==> src/design/radix30_36_number_formatter_defines.svh <==
// ----------------------------------------------------------------------------
// Assertion macros for the radix 30/36 number formatter
// Shared concurrent-assertion forms, clocked on clk_i with reset on rst_ni.
// ----------------------------------------------------------------------------
`ifndef RADIX30_36_NUMBER_FORMATTER_DEFINES_SVH
`define RADIX30_36_NUMBER_FORMATTER_DEFINES_SVH

// Same-cycle implication
`define R36FMT_ASSERT_IMPLIES(lbl, ante, cons, msg) \
  lbl: assert property (@(posedge clk_i) disable iff (!rst_ni) (ante) |-> (cons)) \
    else $error(msg);

// Next-cycle implication
`define R36FMT_ASSERT_NEXT(lbl, ante, cons, msg) \
  lbl: assert property (@(posedge clk_i) disable iff (!rst_ni) (ante) |=> (cons)) \
    else $error(msg);

`endif

==> src/design/r36fmt_pkg.sv <==
// ----------------------------------------------------------------------------
// r36fmt_pkg
// Types, constants and helpers shared by the radix 30/36 formatter modules.
// ----------------------------------------------------------------------------
package r36fmt_pkg;

  // Number and digit sizing
  localparam int VALUE_BITS  = 64;
  localparam int MAX_DIGITS  = 14;
  localparam int CHUNK_W     = 16;
  localparam int NUM_CHUNKS  = (VALUE_BITS + CHUNK_W - 1) / CHUNK_W;
  localparam int WORK_W      = NUM_CHUNKS * CHUNK_W;
  localparam int CHUNK_IDX_W = (NUM_CHUNKS > 1) ? $clog2(NUM_CHUNKS) : 1;
  localparam int CNT_W       = $clog2(MAX_DIGITS + 1);
  localparam int IDX_W       = (MAX_DIGITS > 1) ? $clog2(MAX_DIGITS) : 1;

  // Radix constants
  localparam int BASE_30_INT = 30;
  localparam int BASE_36_INT = 36;
  localparam int DIGIT_W     = $clog2(BASE_36_INT);
  localparam int BASE_W      = $clog2(BASE_36_INT + 1);
  localparam logic [BASE_W-1:0] BASE_30 = BASE_W'(BASE_30_INT);
  localparam logic [BASE_W-1:0] BASE_36 = BASE_W'(BASE_36_INT);

  // Long-division step: {remainder, chunk} divided by the radix through a
  // reciprocal multiply and one correction.
  localparam int DIV_X_W     = DIGIT_W + CHUNK_W;
  localparam int RECIP_SHIFT = DIV_X_W;
  localparam int RECIP_W     = $clog2((1 << RECIP_SHIFT) / BASE_30_INT + 1);
  localparam int PROD_W      = DIV_X_W + RECIP_W;
  localparam logic [RECIP_W-1:0] RECIP_30 = RECIP_W'((1 << RECIP_SHIFT) / BASE_30_INT);
  localparam logic [RECIP_W-1:0] RECIP_36 = RECIP_W'((1 << RECIP_SHIFT) / BASE_36_INT);

  // Characters
  localparam int CHAR_W = 7;
  localparam logic [CHAR_W-1:0] CHAR_ZERO  = CHAR_W'(48);
  localparam logic [CHAR_W-1:0] CHAR_A     = CHAR_W'(65);
  localparam logic [CHAR_W-1:0] CHAR_SPACE = CHAR_W'(32);
  localparam int DEC_DIGITS = 10;

  // Digit queue between front and back
  localparam int QUEUE_DEPTH = 2;
  localparam int QPTR_W      = (QUEUE_DEPTH > 1) ? $clog2(QUEUE_DEPTH) : 1;
  localparam int QCNT_W      = $clog2(QUEUE_DEPTH + 1);

  // Configuration port
  localparam int NUM_REGS  = 1;
  localparam int ADDR_W    = $clog2(NUM_REGS * 4) + 1;
  localparam int REG_IDX_W = ADDR_W - 2;
  localparam int DATA_W    = 32;
  localparam logic [REG_IDX_W-1:0] REG_RADIX_SELECT = REG_IDX_W'(0);
  localparam logic RADIX_SEL_30 = 1'b0;
  localparam logic RADIX_SEL_36 = 1'b1;

  typedef enum logic [1:0] {
    F_IDLE,
    F_MUL,
    F_SUB,
    F_PUSH
  } front_state_e;

  typedef enum logic [1:0] {
    B_IDLE,
    B_SPACE,
    B_DIGIT
  } back_state_e;

  // One converted number: digits least significant first, plus digit count
  typedef struct packed {
    logic [MAX_DIGITS-1:0][DIGIT_W-1:0] digits;
    logic [CNT_W-1:0]                   count;
  } digit_entry_t;

  // Digit value to ASCII: 0-9 then A onward
  function automatic logic [CHAR_W-1:0] digit_char(input logic [DIGIT_W-1:0] d);
    logic [CHAR_W-1:0] ch;
    if (d < DIGIT_W'(DEC_DIGITS)) begin
      ch = CHAR_ZERO + CHAR_W'(d);
    end else begin
      ch = CHAR_A + CHAR_W'(d) - CHAR_W'(DEC_DIGITS);
    end
    return ch;
  endfunction

endpackage

==> src/design/r36fmt_queue.sv <==
// ----------------------------------------------------------------------------
// r36fmt_queue
// Short register FIFO of converted numbers between the front and the back.
// ----------------------------------------------------------------------------
module r36fmt_queue (
  input  logic                     clk_i,
  input  logic                     rst_ni,
  input  logic                     push_i,
  input  r36fmt_pkg::digit_entry_t wdata_i,
  output logic                     full_o,
  input  logic                     pop_i,
  output r36fmt_pkg::digit_entry_t rdata_o,
  output logic                     empty_o
);

  r36fmt_pkg::digit_entry_t [r36fmt_pkg::QUEUE_DEPTH-1:0] entries_q;
  logic [r36fmt_pkg::QPTR_W-1:0] wr_ptr_q, wr_ptr_d;
  logic [r36fmt_pkg::QPTR_W-1:0] rd_ptr_q, rd_ptr_d;
  logic [r36fmt_pkg::QCNT_W-1:0] cnt_q, cnt_d;
  logic                          do_push;
  logic                          do_pop;

  assign full_o  = (cnt_q == r36fmt_pkg::QCNT_W'(r36fmt_pkg::QUEUE_DEPTH));
  assign empty_o = (cnt_q == '0);
  assign do_push = push_i && !full_o;
  assign do_pop  = pop_i && !empty_o;
  assign rdata_o = entries_q[rd_ptr_q];

  // Pointer and occupancy update
  always_comb begin
    wr_ptr_d = wr_ptr_q;
    rd_ptr_d = rd_ptr_q;
    cnt_d    = cnt_q;
    if (do_push) begin
      if (wr_ptr_q == r36fmt_pkg::QPTR_W'(r36fmt_pkg::QUEUE_DEPTH - 1)) begin
        wr_ptr_d = '0;
      end else begin
        wr_ptr_d = wr_ptr_q + 1'b1;
      end
    end
    if (do_pop) begin
      if (rd_ptr_q == r36fmt_pkg::QPTR_W'(r36fmt_pkg::QUEUE_DEPTH - 1)) begin
        rd_ptr_d = '0;
      end else begin
        rd_ptr_d = rd_ptr_q + 1'b1;
      end
    end
    if (do_push && !do_pop) begin
      cnt_d = cnt_q + 1'b1;
    end else if (do_pop && !do_push) begin
      cnt_d = cnt_q - 1'b1;
    end
  end

  always_ff @(posedge clk_i or negedge rst_ni) begin
    if (!rst_ni) begin
      wr_ptr_q <= '0;
      rd_ptr_q <= '0;
      cnt_q    <= '0;
    end else begin
      wr_ptr_q <= wr_ptr_d;
      rd_ptr_q <= rd_ptr_d;
      cnt_q    <= cnt_d;
    end
  end

  // Entry storage
  always_ff @(posedge clk_i) begin
    if (do_push) begin
      entries_q[wr_ptr_q] <= wdata_i;
    end
  end

endmodule

==> src/design/r36fmt_front.sv <==
// ----------------------------------------------------------------------------
// r36fmt_front
// Accepts a number and splits it into radix digits by repeated long division,
// one 16-bit chunk per multiply and correct step, then queues the digit set.
// ----------------------------------------------------------------------------
module r36fmt_front (
  input  logic                     clk_i,
  input  logic                     rst_ni,
  input  logic                     radix_sel_i,
  input  logic                     push_i,
  input  logic [63:0]              value_i,
  output logic                     full_o,
  output logic                     q_push_o,
  output r36fmt_pkg::digit_entry_t q_entry_o,
  input  logic                     q_full_i
);

  r36fmt_pkg::front_state_e state_q, state_d;

  logic [r36fmt_pkg::NUM_CHUNKS-1:0][r36fmt_pkg::CHUNK_W-1:0] val_q, val_d, val_nx;
  logic [r36fmt_pkg::DIGIT_W-1:0]     rem_q, rem_d;
  logic [r36fmt_pkg::CHUNK_IDX_W-1:0] cidx_q, cidx_d;
  logic [r36fmt_pkg::PROD_W-1:0]      prod_q, prod_d;
  logic [r36fmt_pkg::MAX_DIGITS-1:0][r36fmt_pkg::DIGIT_W-1:0] digits_q, digits_d;
  logic [r36fmt_pkg::CNT_W-1:0]       ndig_q, ndig_d;

  logic                               load;
  logic                               mul_en;
  logic                               sub_en;
  logic                               num_done;
  logic [r36fmt_pkg::DIV_X_W-1:0]     div_x;
  logic [r36fmt_pkg::RECIP_W-1:0]     recip;
  logic [r36fmt_pkg::BASE_W-1:0]      base;
  logic [r36fmt_pkg::CHUNK_W-1:0]     q_est;
  logic [r36fmt_pkg::DIV_X_W-1:0]     q_times_b;
  logic [r36fmt_pkg::DIV_X_W-1:0]     part_rem;
  logic                               over;
  logic [r36fmt_pkg::CHUNK_W-1:0]     q_new;
  logic [r36fmt_pkg::DIGIT_W-1:0]     rem_new;

  // Divider step: dividend is the running remainder over the current chunk
  assign div_x = {rem_q, val_q[cidx_q]};
  assign recip = (radix_sel_i == r36fmt_pkg::RADIX_SEL_36) ? r36fmt_pkg::RECIP_36
                                                           : r36fmt_pkg::RECIP_30;
  assign base  = (radix_sel_i == r36fmt_pkg::RADIX_SEL_36) ? r36fmt_pkg::BASE_36
                                                           : r36fmt_pkg::BASE_30;

  // Estimate is exact or one low; one compare-subtract fixes it
  assign q_est     = prod_q[r36fmt_pkg::RECIP_SHIFT +: r36fmt_pkg::CHUNK_W];
  assign q_times_b = r36fmt_pkg::DIV_X_W'(q_est) * r36fmt_pkg::DIV_X_W'(base);
  assign part_rem  = div_x - q_times_b;
  assign over      = (part_rem >= r36fmt_pkg::DIV_X_W'(base));
  assign q_new     = over ? (q_est + 1'b1) : q_est;
  assign rem_new   = over ? r36fmt_pkg::DIGIT_W'(part_rem - r36fmt_pkg::DIV_X_W'(base))
                          : r36fmt_pkg::DIGIT_W'(part_rem);

  // Quotient with the current chunk replaced
  always_comb begin
    val_nx         = val_q;
    val_nx[cidx_q] = q_new;
  end

  // Number finished when the quotient reaches zero or the digit buffer fills
  assign num_done = sub_en && (cidx_q == '0) &&
                    ((val_nx == '0) ||
                     (ndig_q == r36fmt_pkg::CNT_W'(r36fmt_pkg::MAX_DIGITS - 1)));

  // Next state
  always_comb begin
    state_d = state_q;
    case (state_q)
      r36fmt_pkg::F_IDLE: begin
        if (push_i) begin
          state_d = r36fmt_pkg::F_MUL;
        end
      end
      r36fmt_pkg::F_MUL: begin
        state_d = r36fmt_pkg::F_SUB;
      end
      r36fmt_pkg::F_SUB: begin
        if (num_done) begin
          state_d = r36fmt_pkg::F_PUSH;
        end else begin
          state_d = r36fmt_pkg::F_MUL;
        end
      end
      r36fmt_pkg::F_PUSH: begin
        if (!q_full_i) begin
          state_d = r36fmt_pkg::F_IDLE;
        end
      end
      default: begin
        state_d = r36fmt_pkg::F_IDLE;
      end
    endcase
  end

  // State outputs
  always_comb begin
    full_o   = 1'b1;
    load     = 1'b0;
    mul_en   = 1'b0;
    sub_en   = 1'b0;
    q_push_o = 1'b0;
    case (state_q)
      r36fmt_pkg::F_IDLE: begin
        full_o = 1'b0;
        load   = push_i;
      end
      r36fmt_pkg::F_MUL: begin
        mul_en = 1'b1;
      end
      r36fmt_pkg::F_SUB: begin
        sub_en = 1'b1;
      end
      r36fmt_pkg::F_PUSH: begin
        q_push_o = !q_full_i;
      end
      default: begin
        full_o = 1'b1;
      end
    endcase
  end

  assign q_entry_o.digits = digits_q;
  assign q_entry_o.count  = ndig_q;

  // Datapath next values
  always_comb begin
    val_d    = val_q;
    rem_d    = rem_q;
    cidx_d   = cidx_q;
    prod_d   = prod_q;
    digits_d = digits_q;
    ndig_d   = ndig_q;
    if (load) begin
      val_d  = r36fmt_pkg::WORK_W'(value_i[r36fmt_pkg::VALUE_BITS-1:0]);
      rem_d  = '0;
      cidx_d = r36fmt_pkg::CHUNK_IDX_W'(r36fmt_pkg::NUM_CHUNKS - 1);
      ndig_d = '0;
    end
    if (mul_en) begin
      prod_d = r36fmt_pkg::PROD_W'(div_x) * r36fmt_pkg::PROD_W'(recip);
    end
    if (sub_en) begin
      val_d = val_nx;
      if (cidx_q == '0) begin
        // last chunk: remainder is the next digit, restart from the top
        digits_d[ndig_q[r36fmt_pkg::IDX_W-1:0]] = rem_new;
        ndig_d = ndig_q + 1'b1;
        rem_d  = '0;
        cidx_d = r36fmt_pkg::CHUNK_IDX_W'(r36fmt_pkg::NUM_CHUNKS - 1);
      end else begin
        rem_d  = rem_new;
        cidx_d = cidx_q - 1'b1;
      end
    end
  end

  always_ff @(posedge clk_i or negedge rst_ni) begin
    if (!rst_ni) begin
      state_q <= r36fmt_pkg::F_IDLE;
    end else begin
      state_q <= state_d;
    end
  end

  always_ff @(posedge clk_i) begin
    val_q    <= val_d;
    rem_q    <= rem_d;
    cidx_q   <= cidx_d;
    prod_q   <= prod_d;
    digits_q <= digits_d;
    ndig_q   <= ndig_d;
  end

endmodule

==> src/design/r36fmt_back.sv <==
// ----------------------------------------------------------------------------
// r36fmt_back
// Takes converted numbers from the queue and emits their ASCII characters,
// most significant digit first, through a one-entry output register.
// ----------------------------------------------------------------------------
module r36fmt_back (
  input  logic                             clk_i,
  input  logic                             rst_ni,
  input  logic                             q_empty_i,
  input  r36fmt_pkg::digit_entry_t         q_entry_i,
  output logic                             q_pop_o,
  output logic                             busy_o,
  output logic                             empty_o,
  input  logic                             pop_i,
  output logic [r36fmt_pkg::CHAR_W-1:0]    ascii_char_o,
  output logic                             last_char_o
);

  r36fmt_pkg::back_state_e state_q, state_d;

  logic [r36fmt_pkg::IDX_W-1:0]  idx_q, idx_d;
  logic                          out_valid_q, out_valid_d;
  logic [r36fmt_pkg::CHAR_W-1:0] char_q, char_d;
  logic                          last_q, last_d;

  logic                          slot_free;
  logic                          load;
  logic                          emit;
  logic                          emit_space;
  logic                          emit_last;

  // Output register can take a character when empty or being drained
  assign slot_free = !out_valid_q || pop_i;

  // Next state
  always_comb begin
    state_d = state_q;
    case (state_q)
      r36fmt_pkg::B_IDLE: begin
        if (!q_empty_i) begin
          if (q_entry_i.count == r36fmt_pkg::CNT_W'(1)) begin
            state_d = r36fmt_pkg::B_SPACE;
          end else begin
            state_d = r36fmt_pkg::B_DIGIT;
          end
        end
      end
      r36fmt_pkg::B_SPACE: begin
        if (slot_free) begin
          state_d = r36fmt_pkg::B_DIGIT;
        end
      end
      r36fmt_pkg::B_DIGIT: begin
        if (slot_free && (idx_q == '0)) begin
          state_d = r36fmt_pkg::B_IDLE;
        end
      end
      default: begin
        state_d = r36fmt_pkg::B_IDLE;
      end
    endcase
  end

  // State outputs
  always_comb begin
    load       = 1'b0;
    emit       = 1'b0;
    emit_space = 1'b0;
    emit_last  = 1'b0;
    q_pop_o    = 1'b0;
    case (state_q)
      r36fmt_pkg::B_IDLE: begin
        load = !q_empty_i;
      end
      r36fmt_pkg::B_SPACE: begin
        emit       = slot_free;
        emit_space = 1'b1;
      end
      r36fmt_pkg::B_DIGIT: begin
        emit      = slot_free;
        emit_last = (idx_q == '0);
        q_pop_o   = slot_free && (idx_q == '0);
      end
      default: begin
        load = 1'b0;
      end
    endcase
  end

  assign busy_o = (state_q inside {r36fmt_pkg::B_SPACE, r36fmt_pkg::B_DIGIT});

  // Digit walk and output register
  always_comb begin
    idx_d       = idx_q;
    out_valid_d = out_valid_q;
    char_d      = char_q;
    last_d      = last_q;
    if (load) begin
      idx_d = r36fmt_pkg::IDX_W'(q_entry_i.count - 1'b1);
    end
    if (pop_i) begin
      out_valid_d = 1'b0;
    end
    if (emit) begin
      out_valid_d = 1'b1;
      last_d      = emit_last;
      if (emit_space) begin
        char_d = r36fmt_pkg::CHAR_SPACE;
      end else begin
        char_d = r36fmt_pkg::digit_char(q_entry_i.digits[idx_q]);
        if (idx_q != '0) begin
          idx_d = idx_q - 1'b1;
        end
      end
    end
  end

  always_ff @(posedge clk_i or negedge rst_ni) begin
    if (!rst_ni) begin
      state_q     <= r36fmt_pkg::B_IDLE;
      out_valid_q <= 1'b0;
    end else begin
      state_q     <= state_d;
      out_valid_q <= out_valid_d;
    end
  end

  always_ff @(posedge clk_i) begin
    idx_q  <= idx_d;
    char_q <= char_d;
    last_q <= last_d;
  end

  assign empty_o      = !out_valid_q;
  assign ascii_char_o = char_q;
  assign last_char_o  = last_q;

endmodule

==> src/design/radix30_36_number_formatter.sv <==
// ----------------------------------------------------------------------------
// radix30_36_number_formatter
// Formats unsigned 64-bit numbers as base-30 or base-36 ASCII, MSD first.
// ----------------------------------------------------------------------------
// A number is pushed in and comes out as a string of characters, one result
// transaction per character, most significant digit first, with last_char_o
// set on the final one; a one-digit number (zero included) is preceded by a
// space. Digits are produced by long division of the number by the radix,
// 16 bits at a time through one reciprocal multiplier and a correction step:
// each digit takes a multiply, then a correct step, for each of four chunks,
// up to 14 digits per number, in the front end. A two-entry queue lets the
// next number be converted while the previous one is still being read out
// at up to one character per cycle, as long as pop keeps the output drained.
// radix_select (address 0x0, bit 0, reset 1) picks base 36 when set and base
// 30 when clear; change it only while idle.
// ----------------------------------------------------------------------------
`include "radix30_36_number_formatter_defines.svh"

module radix30_36_number_formatter (
  input  logic                              clk_i,
  input  logic                              rst_ni,
  // APB configuration port
  input  logic                              psel,
  input  logic                              penable,
  input  logic                              pwrite,
  input  logic [r36fmt_pkg::ADDR_W-1:0]     paddr,
  input  logic [r36fmt_pkg::DATA_W-1:0]     pwdata,
  output logic [r36fmt_pkg::DATA_W-1:0]     prdata,
  output logic                              pready,
  // Number input
  input  logic                              push,
  output logic                              full,
  input  logic [63:0]                       value_i,
  // Character output
  output logic                              empty,
  input  logic                              pop,
  output logic [r36fmt_pkg::CHAR_W-1:0]     ascii_char_o,
  output logic                              last_char_o
);

  logic                     radix_q, radix_d;
  logic                     cfg_wr;
  logic [r36fmt_pkg::REG_IDX_W-1:0] reg_idx;

  logic                     q_push;
  logic                     q_full;
  logic                     q_pop;
  logic                     q_empty;
  logic                     back_busy;
  r36fmt_pkg::digit_entry_t q_wdata;
  r36fmt_pkg::digit_entry_t q_rdata;

  // Configuration register
  assign pready  = 1'b1;
  assign reg_idx = paddr[r36fmt_pkg::ADDR_W-1:2];
  assign cfg_wr  = psel && penable && pwrite && pready &&
                   (reg_idx == r36fmt_pkg::REG_RADIX_SELECT);

  always_comb begin
    radix_d = radix_q;
    if (cfg_wr) begin
      radix_d = pwdata[0];
    end
  end

  always_ff @(posedge clk_i or negedge rst_ni) begin
    if (!rst_ni) begin
      radix_q <= r36fmt_pkg::RADIX_SEL_36;
    end else begin
      radix_q <= radix_d;
    end
  end

  assign prdata = (reg_idx == r36fmt_pkg::REG_RADIX_SELECT) ?
                  r36fmt_pkg::DATA_W'(radix_q) : '0;

  // Digit extraction
  r36fmt_front u_front (
    .clk_i       (clk_i),
    .rst_ni      (rst_ni),
    .radix_sel_i (radix_q),
    .push_i      (push),
    .value_i     (value_i),
    .full_o      (full),
    .q_push_o    (q_push),
    .q_entry_o   (q_wdata),
    .q_full_i    (q_full)
  );

  // Decoupling queue
  r36fmt_queue u_queue (
    .clk_i   (clk_i),
    .rst_ni  (rst_ni),
    .push_i  (q_push),
    .wdata_i (q_wdata),
    .full_o  (q_full),
    .pop_i   (q_pop),
    .rdata_o (q_rdata),
    .empty_o (q_empty)
  );

  // Character emission
  r36fmt_back u_back (
    .clk_i        (clk_i),
    .rst_ni       (rst_ni),
    .q_empty_i    (q_empty),
    .q_entry_i    (q_rdata),
    .q_pop_o      (q_pop),
    .busy_o       (back_busy),
    .empty_o      (empty),
    .pop_i        (pop),
    .ascii_char_o (ascii_char_o),
    .last_char_o  (last_char_o)
  );

  // Assertions
  `R36FMT_ASSERT_IMPLIES(a_back_has_entry, back_busy, !q_empty, "back end busy with no queued number")
  `R36FMT_ASSERT_IMPLIES(a_space_not_last, !empty && (ascii_char_o == r36fmt_pkg::CHAR_SPACE), !last_char_o, "space marked as last character")
  `R36FMT_ASSERT_NEXT(a_accept_blocks, push && !full, full, "front end took a number but stays open")

endmodule
==> config.mk <==
export PLATFORM = sky130hd
export DESIGN_NAME = radix30_36_number_formatter
export DESIGN_NICKNAME = d
export VERILOG_FILES = /design/src/design/r36fmt_pkg.sv /design/src/design/r36fmt_queue.sv /design/src/design/r36fmt_front.sv /design/src/design/r36fmt_back.sv /design/src/design/radix30_36_number_formatter.sv
export VERILOG_INCLUDE_DIRS = /design/src /design/src/design
export SDC_FILE = /design/constraint.sdc
export NUM_CORES = 1
export LEC_CHECK = 0
export ABC_AREA = 1
export BUFFER_PORTS_ARGS = -buffer_cell sky130_fd_sc_hd__buf_2
export CAP_MARGIN = 5
export CORE_MARGIN = 5
export CORE_UTILIZATION = 45
export DETAILED_ROUTE_END_ITERATION = 8
export GPL_TIMING_DRIVEN = 0
export PLACE_DENSITY_LB_ADDON = 0.1
export SYNTH_ARGS = -nofsm -noshare
export SYNTH_HDL_FRONTEND = slang
export SYNTH_SLANG_ARGS = --single-unit
==> constraint.sdc <==
create_clock -name clk_i -period 6.4 [get_ports clk_i]
set_input_delay 0.96 -clock clk_i [delete_from_list [all_inputs] [get_ports clk_i]]
set_output_delay 0.96 -clock clk_i [all_outputs]
set_load 0.01 [all_outputs]
Word-level counts from Yosys, hierarchy flattened:

Cells that the tools add are included.

* $add $sub $neg: 14
* multipliers: 2
* $lt $le $gt $ge: 10
* eq/ne operators: 13
* mux-type cells: 60
* bitwise gates (word level): 1
* reductions and logical operators: 34

Operators with widths (count)
* $mux W88: 3
* $bwmux W176: 1
* $mux W64: 2
* $demux W88 S1: 1
* $bwmux W84: 1
* $bwmux W64: 1
* $logic_not A64 Y1: 1
* $mux W16: 3
* $mux W6: 7
* $mul A22 B18 Y38: 1
* $bmux W16 S2: 1
* $demux W16 S2: 1
* $mux W4: 7
* $bmux W6 S4: 1
* $demux W6 S4: 1
* $mux W2: 12
* $ge A22 B6 Y1: 1
* $mul A16 B6 Y22: 1
* $sub A22 B22 Y22: 1
* $mux W18: 1
* $add A16 B1 Y16 const B: 1
* $mux W1: 14
* $logic_and A1 B1 Y1: 13
* $lt A4 B5 Y1 const B: 2
* other kinds (34): 56

* register bits: 396
* input port bits: 106
* output and inout port bits: 43
* word-level logic and storage cells: 196

Longest topological paths before layout:

* depth after elaboration: 11
* gate-level depth with buffers: 38
* mapped depth without buffers: 37

Modules after synthesis:

Synthesis repeated with hierarchy kept, for this count alone.

* cell total of the unflattened synthesis: 3238
* area, all modules: 29030.3 um2

Modules (own cells, without submodules)
* r36fmt_front: instances 1, cells an instance 2369, area each 20114.3 um2, sequential area each 5295.1 um2
* r36fmt_queue: instances 1, cells an instance 491, area each 6622.6 um2, sequential area each 5385.2 um2
* r36fmt_back: instances 1, cells an instance 333, area each 1978.1 um2, sequential area each 395.4 um2
* radix30_36_number_formatter: instances 1, cells an instance 45, area each 315.3 um2, sequential area each 26.3 um2

Worst setup path after synthesis:

No wires, ideal clock.

* kind: register to register
* start: register radix_q
* end: register u_front.prod_q[33] in the netlist's numbering, data pin
* library setup time: 0.258 ns
* data arrival time: 6.207 ns
* data required time: 6.142 ns
* slack: -0.065 ns
* cell stages (with the launch flop): 28
* buffers on the path: 3
* clock period less this slack: 6.465 ns
* cells stage by stage: dfstp_2 > clkbuf_1 > clkinv_1 > clkbuf_1 > clkbuf_1 > nor2_1 > ha_1 > fa_1 > inv_1 > fa_1 > inv_1 > fa_1 > inv_1 > fa_1 > inv_1 > fa_1 > ha_1 > nand2_1 > nor2_1 > nor2_1 > a21boi_0 > o21ai_0 > nand2_1 > nand2_1 > nand2_1 > nand2_1 > a21oi_1 > xnor2_1

* cells in the longest elaborated chain, start to end: 2

Ends and longest elaborated chain
* from (decl): RTL line radix30_36_number_formatter.sv:41 `logic radix_q, radix_d;`
* from (signal assigned): RTL line radix30_36_number_formatter.sv:68 `radix_q <= r36fmt_pkg::RADIX_SEL_36;`
* from (signal assigned): RTL line radix30_36_number_formatter.sv:70 `radix_q <= radix_d;`
* $mux W18: RTL line r36fmt_front.sv:43 `assign recip = (radix_sel_i == r36fmt_pkg::RADIX_SEL_36) ? r36fmt_pkg::RECIP_36`
* $mul A22 B18 Y38: RTL line r36fmt_front.sv:143 `prod_d = r36fmt_pkg::PROD_W'(div_x) * r36fmt_pkg::PROD_W'(recip);`
* to (signal assigned): RTL line r36fmt_front.sv:172 `prod_q <= prod_d;`
* to (decl): RTL line r36fmt_front.sv:23 `logic [r36fmt_pkg::PROD_W-1:0] prod_q, prod_d;`

Every way passes these cells.
A chain may end at the register's enable or synchronous reset.

Worst setup path after layout:

* start: register u_front.cidx_q[0] in the netlist's numbering
* end: register u_front.prod_q[34] in the netlist's numbering, data pin

* cells in the longest elaborated chain, start to end: 3

Ends and longest elaborated chain
* from (decl): RTL line r36fmt_front.sv:22 `logic [r36fmt_pkg::CHUNK_IDX_W-1:0] cidx_q, cidx_d;`
* from (signal assigned): RTL line r36fmt_front.sv:171 `cidx_q <= cidx_d;`
* $bmux W16 S2: RTL line r36fmt_front.sv:42 `assign div_x = {rem_q, val_q[cidx_q]};`
* $mux W16 (not written as such): RTL line r36fmt_front.sv:42
* $mul A22 B18 Y38: RTL line r36fmt_front.sv:143

Every way passes these cells. The select of a mux whose other input is x is not followed.

==> flow_summary.json <==
{
  "outcome": "complete, but fails checks",
  "violations": "negative setup slack",
  "drt_first_pass_iters": 7,
  "die_w_microns": 259,
  "tritoncts": "built",
  "cp.required_ns": 6.70,
  "layout_common_cells": "450 x inv_1, 425 x nand2_1, 356 x edfxtp_1",
  "drtIter0Drc": 1424,
  "synthCells": 2936,
  "yosysWarningCount": 0,
  "die-area_sq_um": 66900,
  "post-dp-hpwl_mm": 64.6,
  "hold_class": "input port to async pin",
  "wl_per_cell_microns": 20.6,
  "grt_pass1_vias": 21900,
  "gr-total-overflow": 0,
  "io_buffer_count": 83,
  "max_slew_margin_pct": 16.2,
  "cpMostUsedCell": "fa_2",
  "antenna_found_initial": 1,
  "drc": 0,
  "finalCriticalPeriod_ns": 6.45,
  "start_kind": "flip-flop",
  "netlist-cell-type-count": 52,
  "postCtsHoldBufs": 0,
  "setup_viol": 3,
  "numCtsBuffers": 42,
  "diodes": 0,
  "final_antenna_net_count": 0,
  "htreeDepth": 2,
  "vias_per_cell": 5.29,
  "slowest_stage": "fa_2",
  "rsz0062_at_grt": "true",
  "ys_seq_area_share_pct": 39.9,
  "ctsLongestPathBuffers": 3,
  "ys_async_sr_fraction_pct": 2.67,
  "num_io_pins": 149,
  "clock_skew_ns": 0.0349,
  "critPathKind": "flip-flop to flip-flop",
  "rows": 91,
  "clock_sinks": 374,
  "ctsRootBufferMaster": "clkbuf_16",
  "area_growth_syn_to_layout_pct": 23.8,
  "critPathArrivalTime_ns": 6.76,
  "clock_latency_ns": 0.59,
  "fmax_ghz": 0.155,
  "die_h_microns": 259,
  "tightest_slew_ns": 1.25,
  "place.gp.congestion": 0.938,
  "final.setup.worst_slack_ns": -0.0541,
  "ys.flop_type": "edfxtp_1",
  "hold_viol_final": 0,
  "reg2reg_slack_ns": -0.05,
  "fin_nets": 3791,
  "track_usage_pct": 24.2,
  "drive_above_1_share_pct": 22.0,
  "max_stage_delay_ns": 0.58,
  "report.final.slew_viol_count": 0,
  "grt_max_degree": 57,
  "core_sq_um": 61500,
  "num_vias": 21400,
  "holdWs_ns": 0.231,
  "syn_avg_cell_area_sq_um": 9.48,
  "finalCritPeriodShare_pct": 101,
  "initial_core_util_pct": 45.3,
  "drv_cap": 0,
  "endpoint_kind": "flip-flop",
  "synth_enable_flop_cells": 356,
  "ys_seq_elements": 374,
  "routed_wl_mm": 83.4,
  "grt_pass1_wl_mm": 126,
  "layout_commonest_cell": "inv_1",
  "syn_area_sq_um": 27800,
  "worstPathMaxFanout": 5,
  "clkTransAtPathRegs_ns": 0.06
}
state kept, by name, indices dropped and copies added (netlist names):
register / count
u_front.prod_q: 16
u_queue.cnt_q: 2
u_back.ascii_char_o: 7
u_front.rem_q: 6
u_queue.rd_ptr_q: 1
u_queue.wr_ptr_q: 1
u_queue.entries_q: 176
u_front.state_q: 2
u_back.state_q: 2
u_front.cidx_q: 2
u_back.last_char_o: 1
radix_q: 1
u_back.idx_q: 4
u_front.val_q: 64
u_back.out_valid_q: 1
u_front.ndig_q: 4
u_front.q_entry_o: 84
final timing paths:
check,start,to,cells past startpoint
min in group clk_i,u_front.q_entry_o[65],u_queue.entries_q[153],0
max reg2reg,u_front.cidx_q[0],u_front.prod_q[34],28
max in group asynchronous,rst_ni,radix_q,1
min,rst_ni,u_queue.wr_ptr_q,1
min reg2reg,u_front.q_entry_o[65],u_queue.entries_q[153],0
max,u_front.cidx_q[0],u_front.prod_q[34],28
cell usage after synthesis (34+ instances only):
library cell | n | area share [%]
edfxtp_1 | 356 | 38
clkbuf_1 | 76 | 1.0
inv_1 | 476 | 6.4
nand3_1 | 161 | 2.9
o22ai_1 | 36 | 0.81
o21ai_0 | 167 | 3.0
a31oi_1 | 53 | 1.2
nor2_1 | 311 | 4.2
a21oi_1 | 71 | 1.3
buf_4 | 34 | 0.92
nand2_1 | 507 | 6.8
fa_1 | 213 | 15
ha_1 | 245 | 11
final cells by class:
type                       count  area (sq um)
sequential                   374         11100
timing repair inverter         1          7.51
multi-input combinational   2003         16600
inverter                     484          1850
tap                          790           988
buffer                       129           855
fill                        5412         27000
clock inverter                26           413
timing repair buffer         192          1540
clock buffer                  50          1100
metal layers:
metal	vias up	wire (microns)	GRT usage (%)
met5	-	0	0
met4	0	2540	6.88
met3	128	3670	2.31
met2	534	42300	42.8
met1	10600	35000	32.1
li1	10200	-	-
through the flow:
| stage | area (sq um) | setup TNS [ns] | utilization, % | setup slack [ns] | std cells |
|---|---|---|---|---|---|
| 3_3_place_gp | 29400 | -369.76 | 47.9 | -1.99 | 3863 |
| 6_report | 34500 | -0.115 | 56.0 | -0.0541 | 4049 |
| 3_5_place_dp | 29700 | -224.65 | 48.3 | -1.97 | 3873 |
| 5_1_grt | 34500 | -1.62 | 56.0 | -0.229 | 4049 |
| 4_1_cts | 33000 | -0.0329 | 53.7 | -0.0182 | 4007 |
| 2_1_floorplan | 28000 | 0 | - | 0.0706 | 2990 |
worst max-delay path: cells and delay by family, from the launching register on:
kind | cells | cell delay [ns]
AO/OA/AOI/OAI | 3 | 0.48
XOR/XNOR | 1 | 0.18
adder cells (fa/ha/maj) | 7 | 3.20
buffers and inverters | 9 | 1.13
flip-flops | 1 | 0.37
AND/OR/NAND/NOR | 8 | 0.77
kinds of logic (layout without fill, tap and decap cells):
family / Yosys count / in the layout / synth area share (%)
xor gates and xnor gates: 38 / 38 / 1.20
muxes: 1 / 1 / 0.0360
other: 2 / 56 / 0.0270
adders and majority gates: 458 / 458 / 26.3
and+or+nand+nor: 1072 / 1072 / 16.1
AOI/OAI and AO/OA: 378 / 378 / 7.64
buffers and inverters: 613 / 882 / 8.79
DFF: 374 / 374 / 39.9
what timing repair did:
item / in CTS / in global routing
endpoints found under the setup margin: 156 / 100
gates resized for setup: 298 / 267
setup buffers: 55 / 41
pin swaps: 94 / 127
cloned: 3 / 2
Power is not shown: default switching activity piles up to over one toggle a cycle in this logic, so the estimate is an artifact.
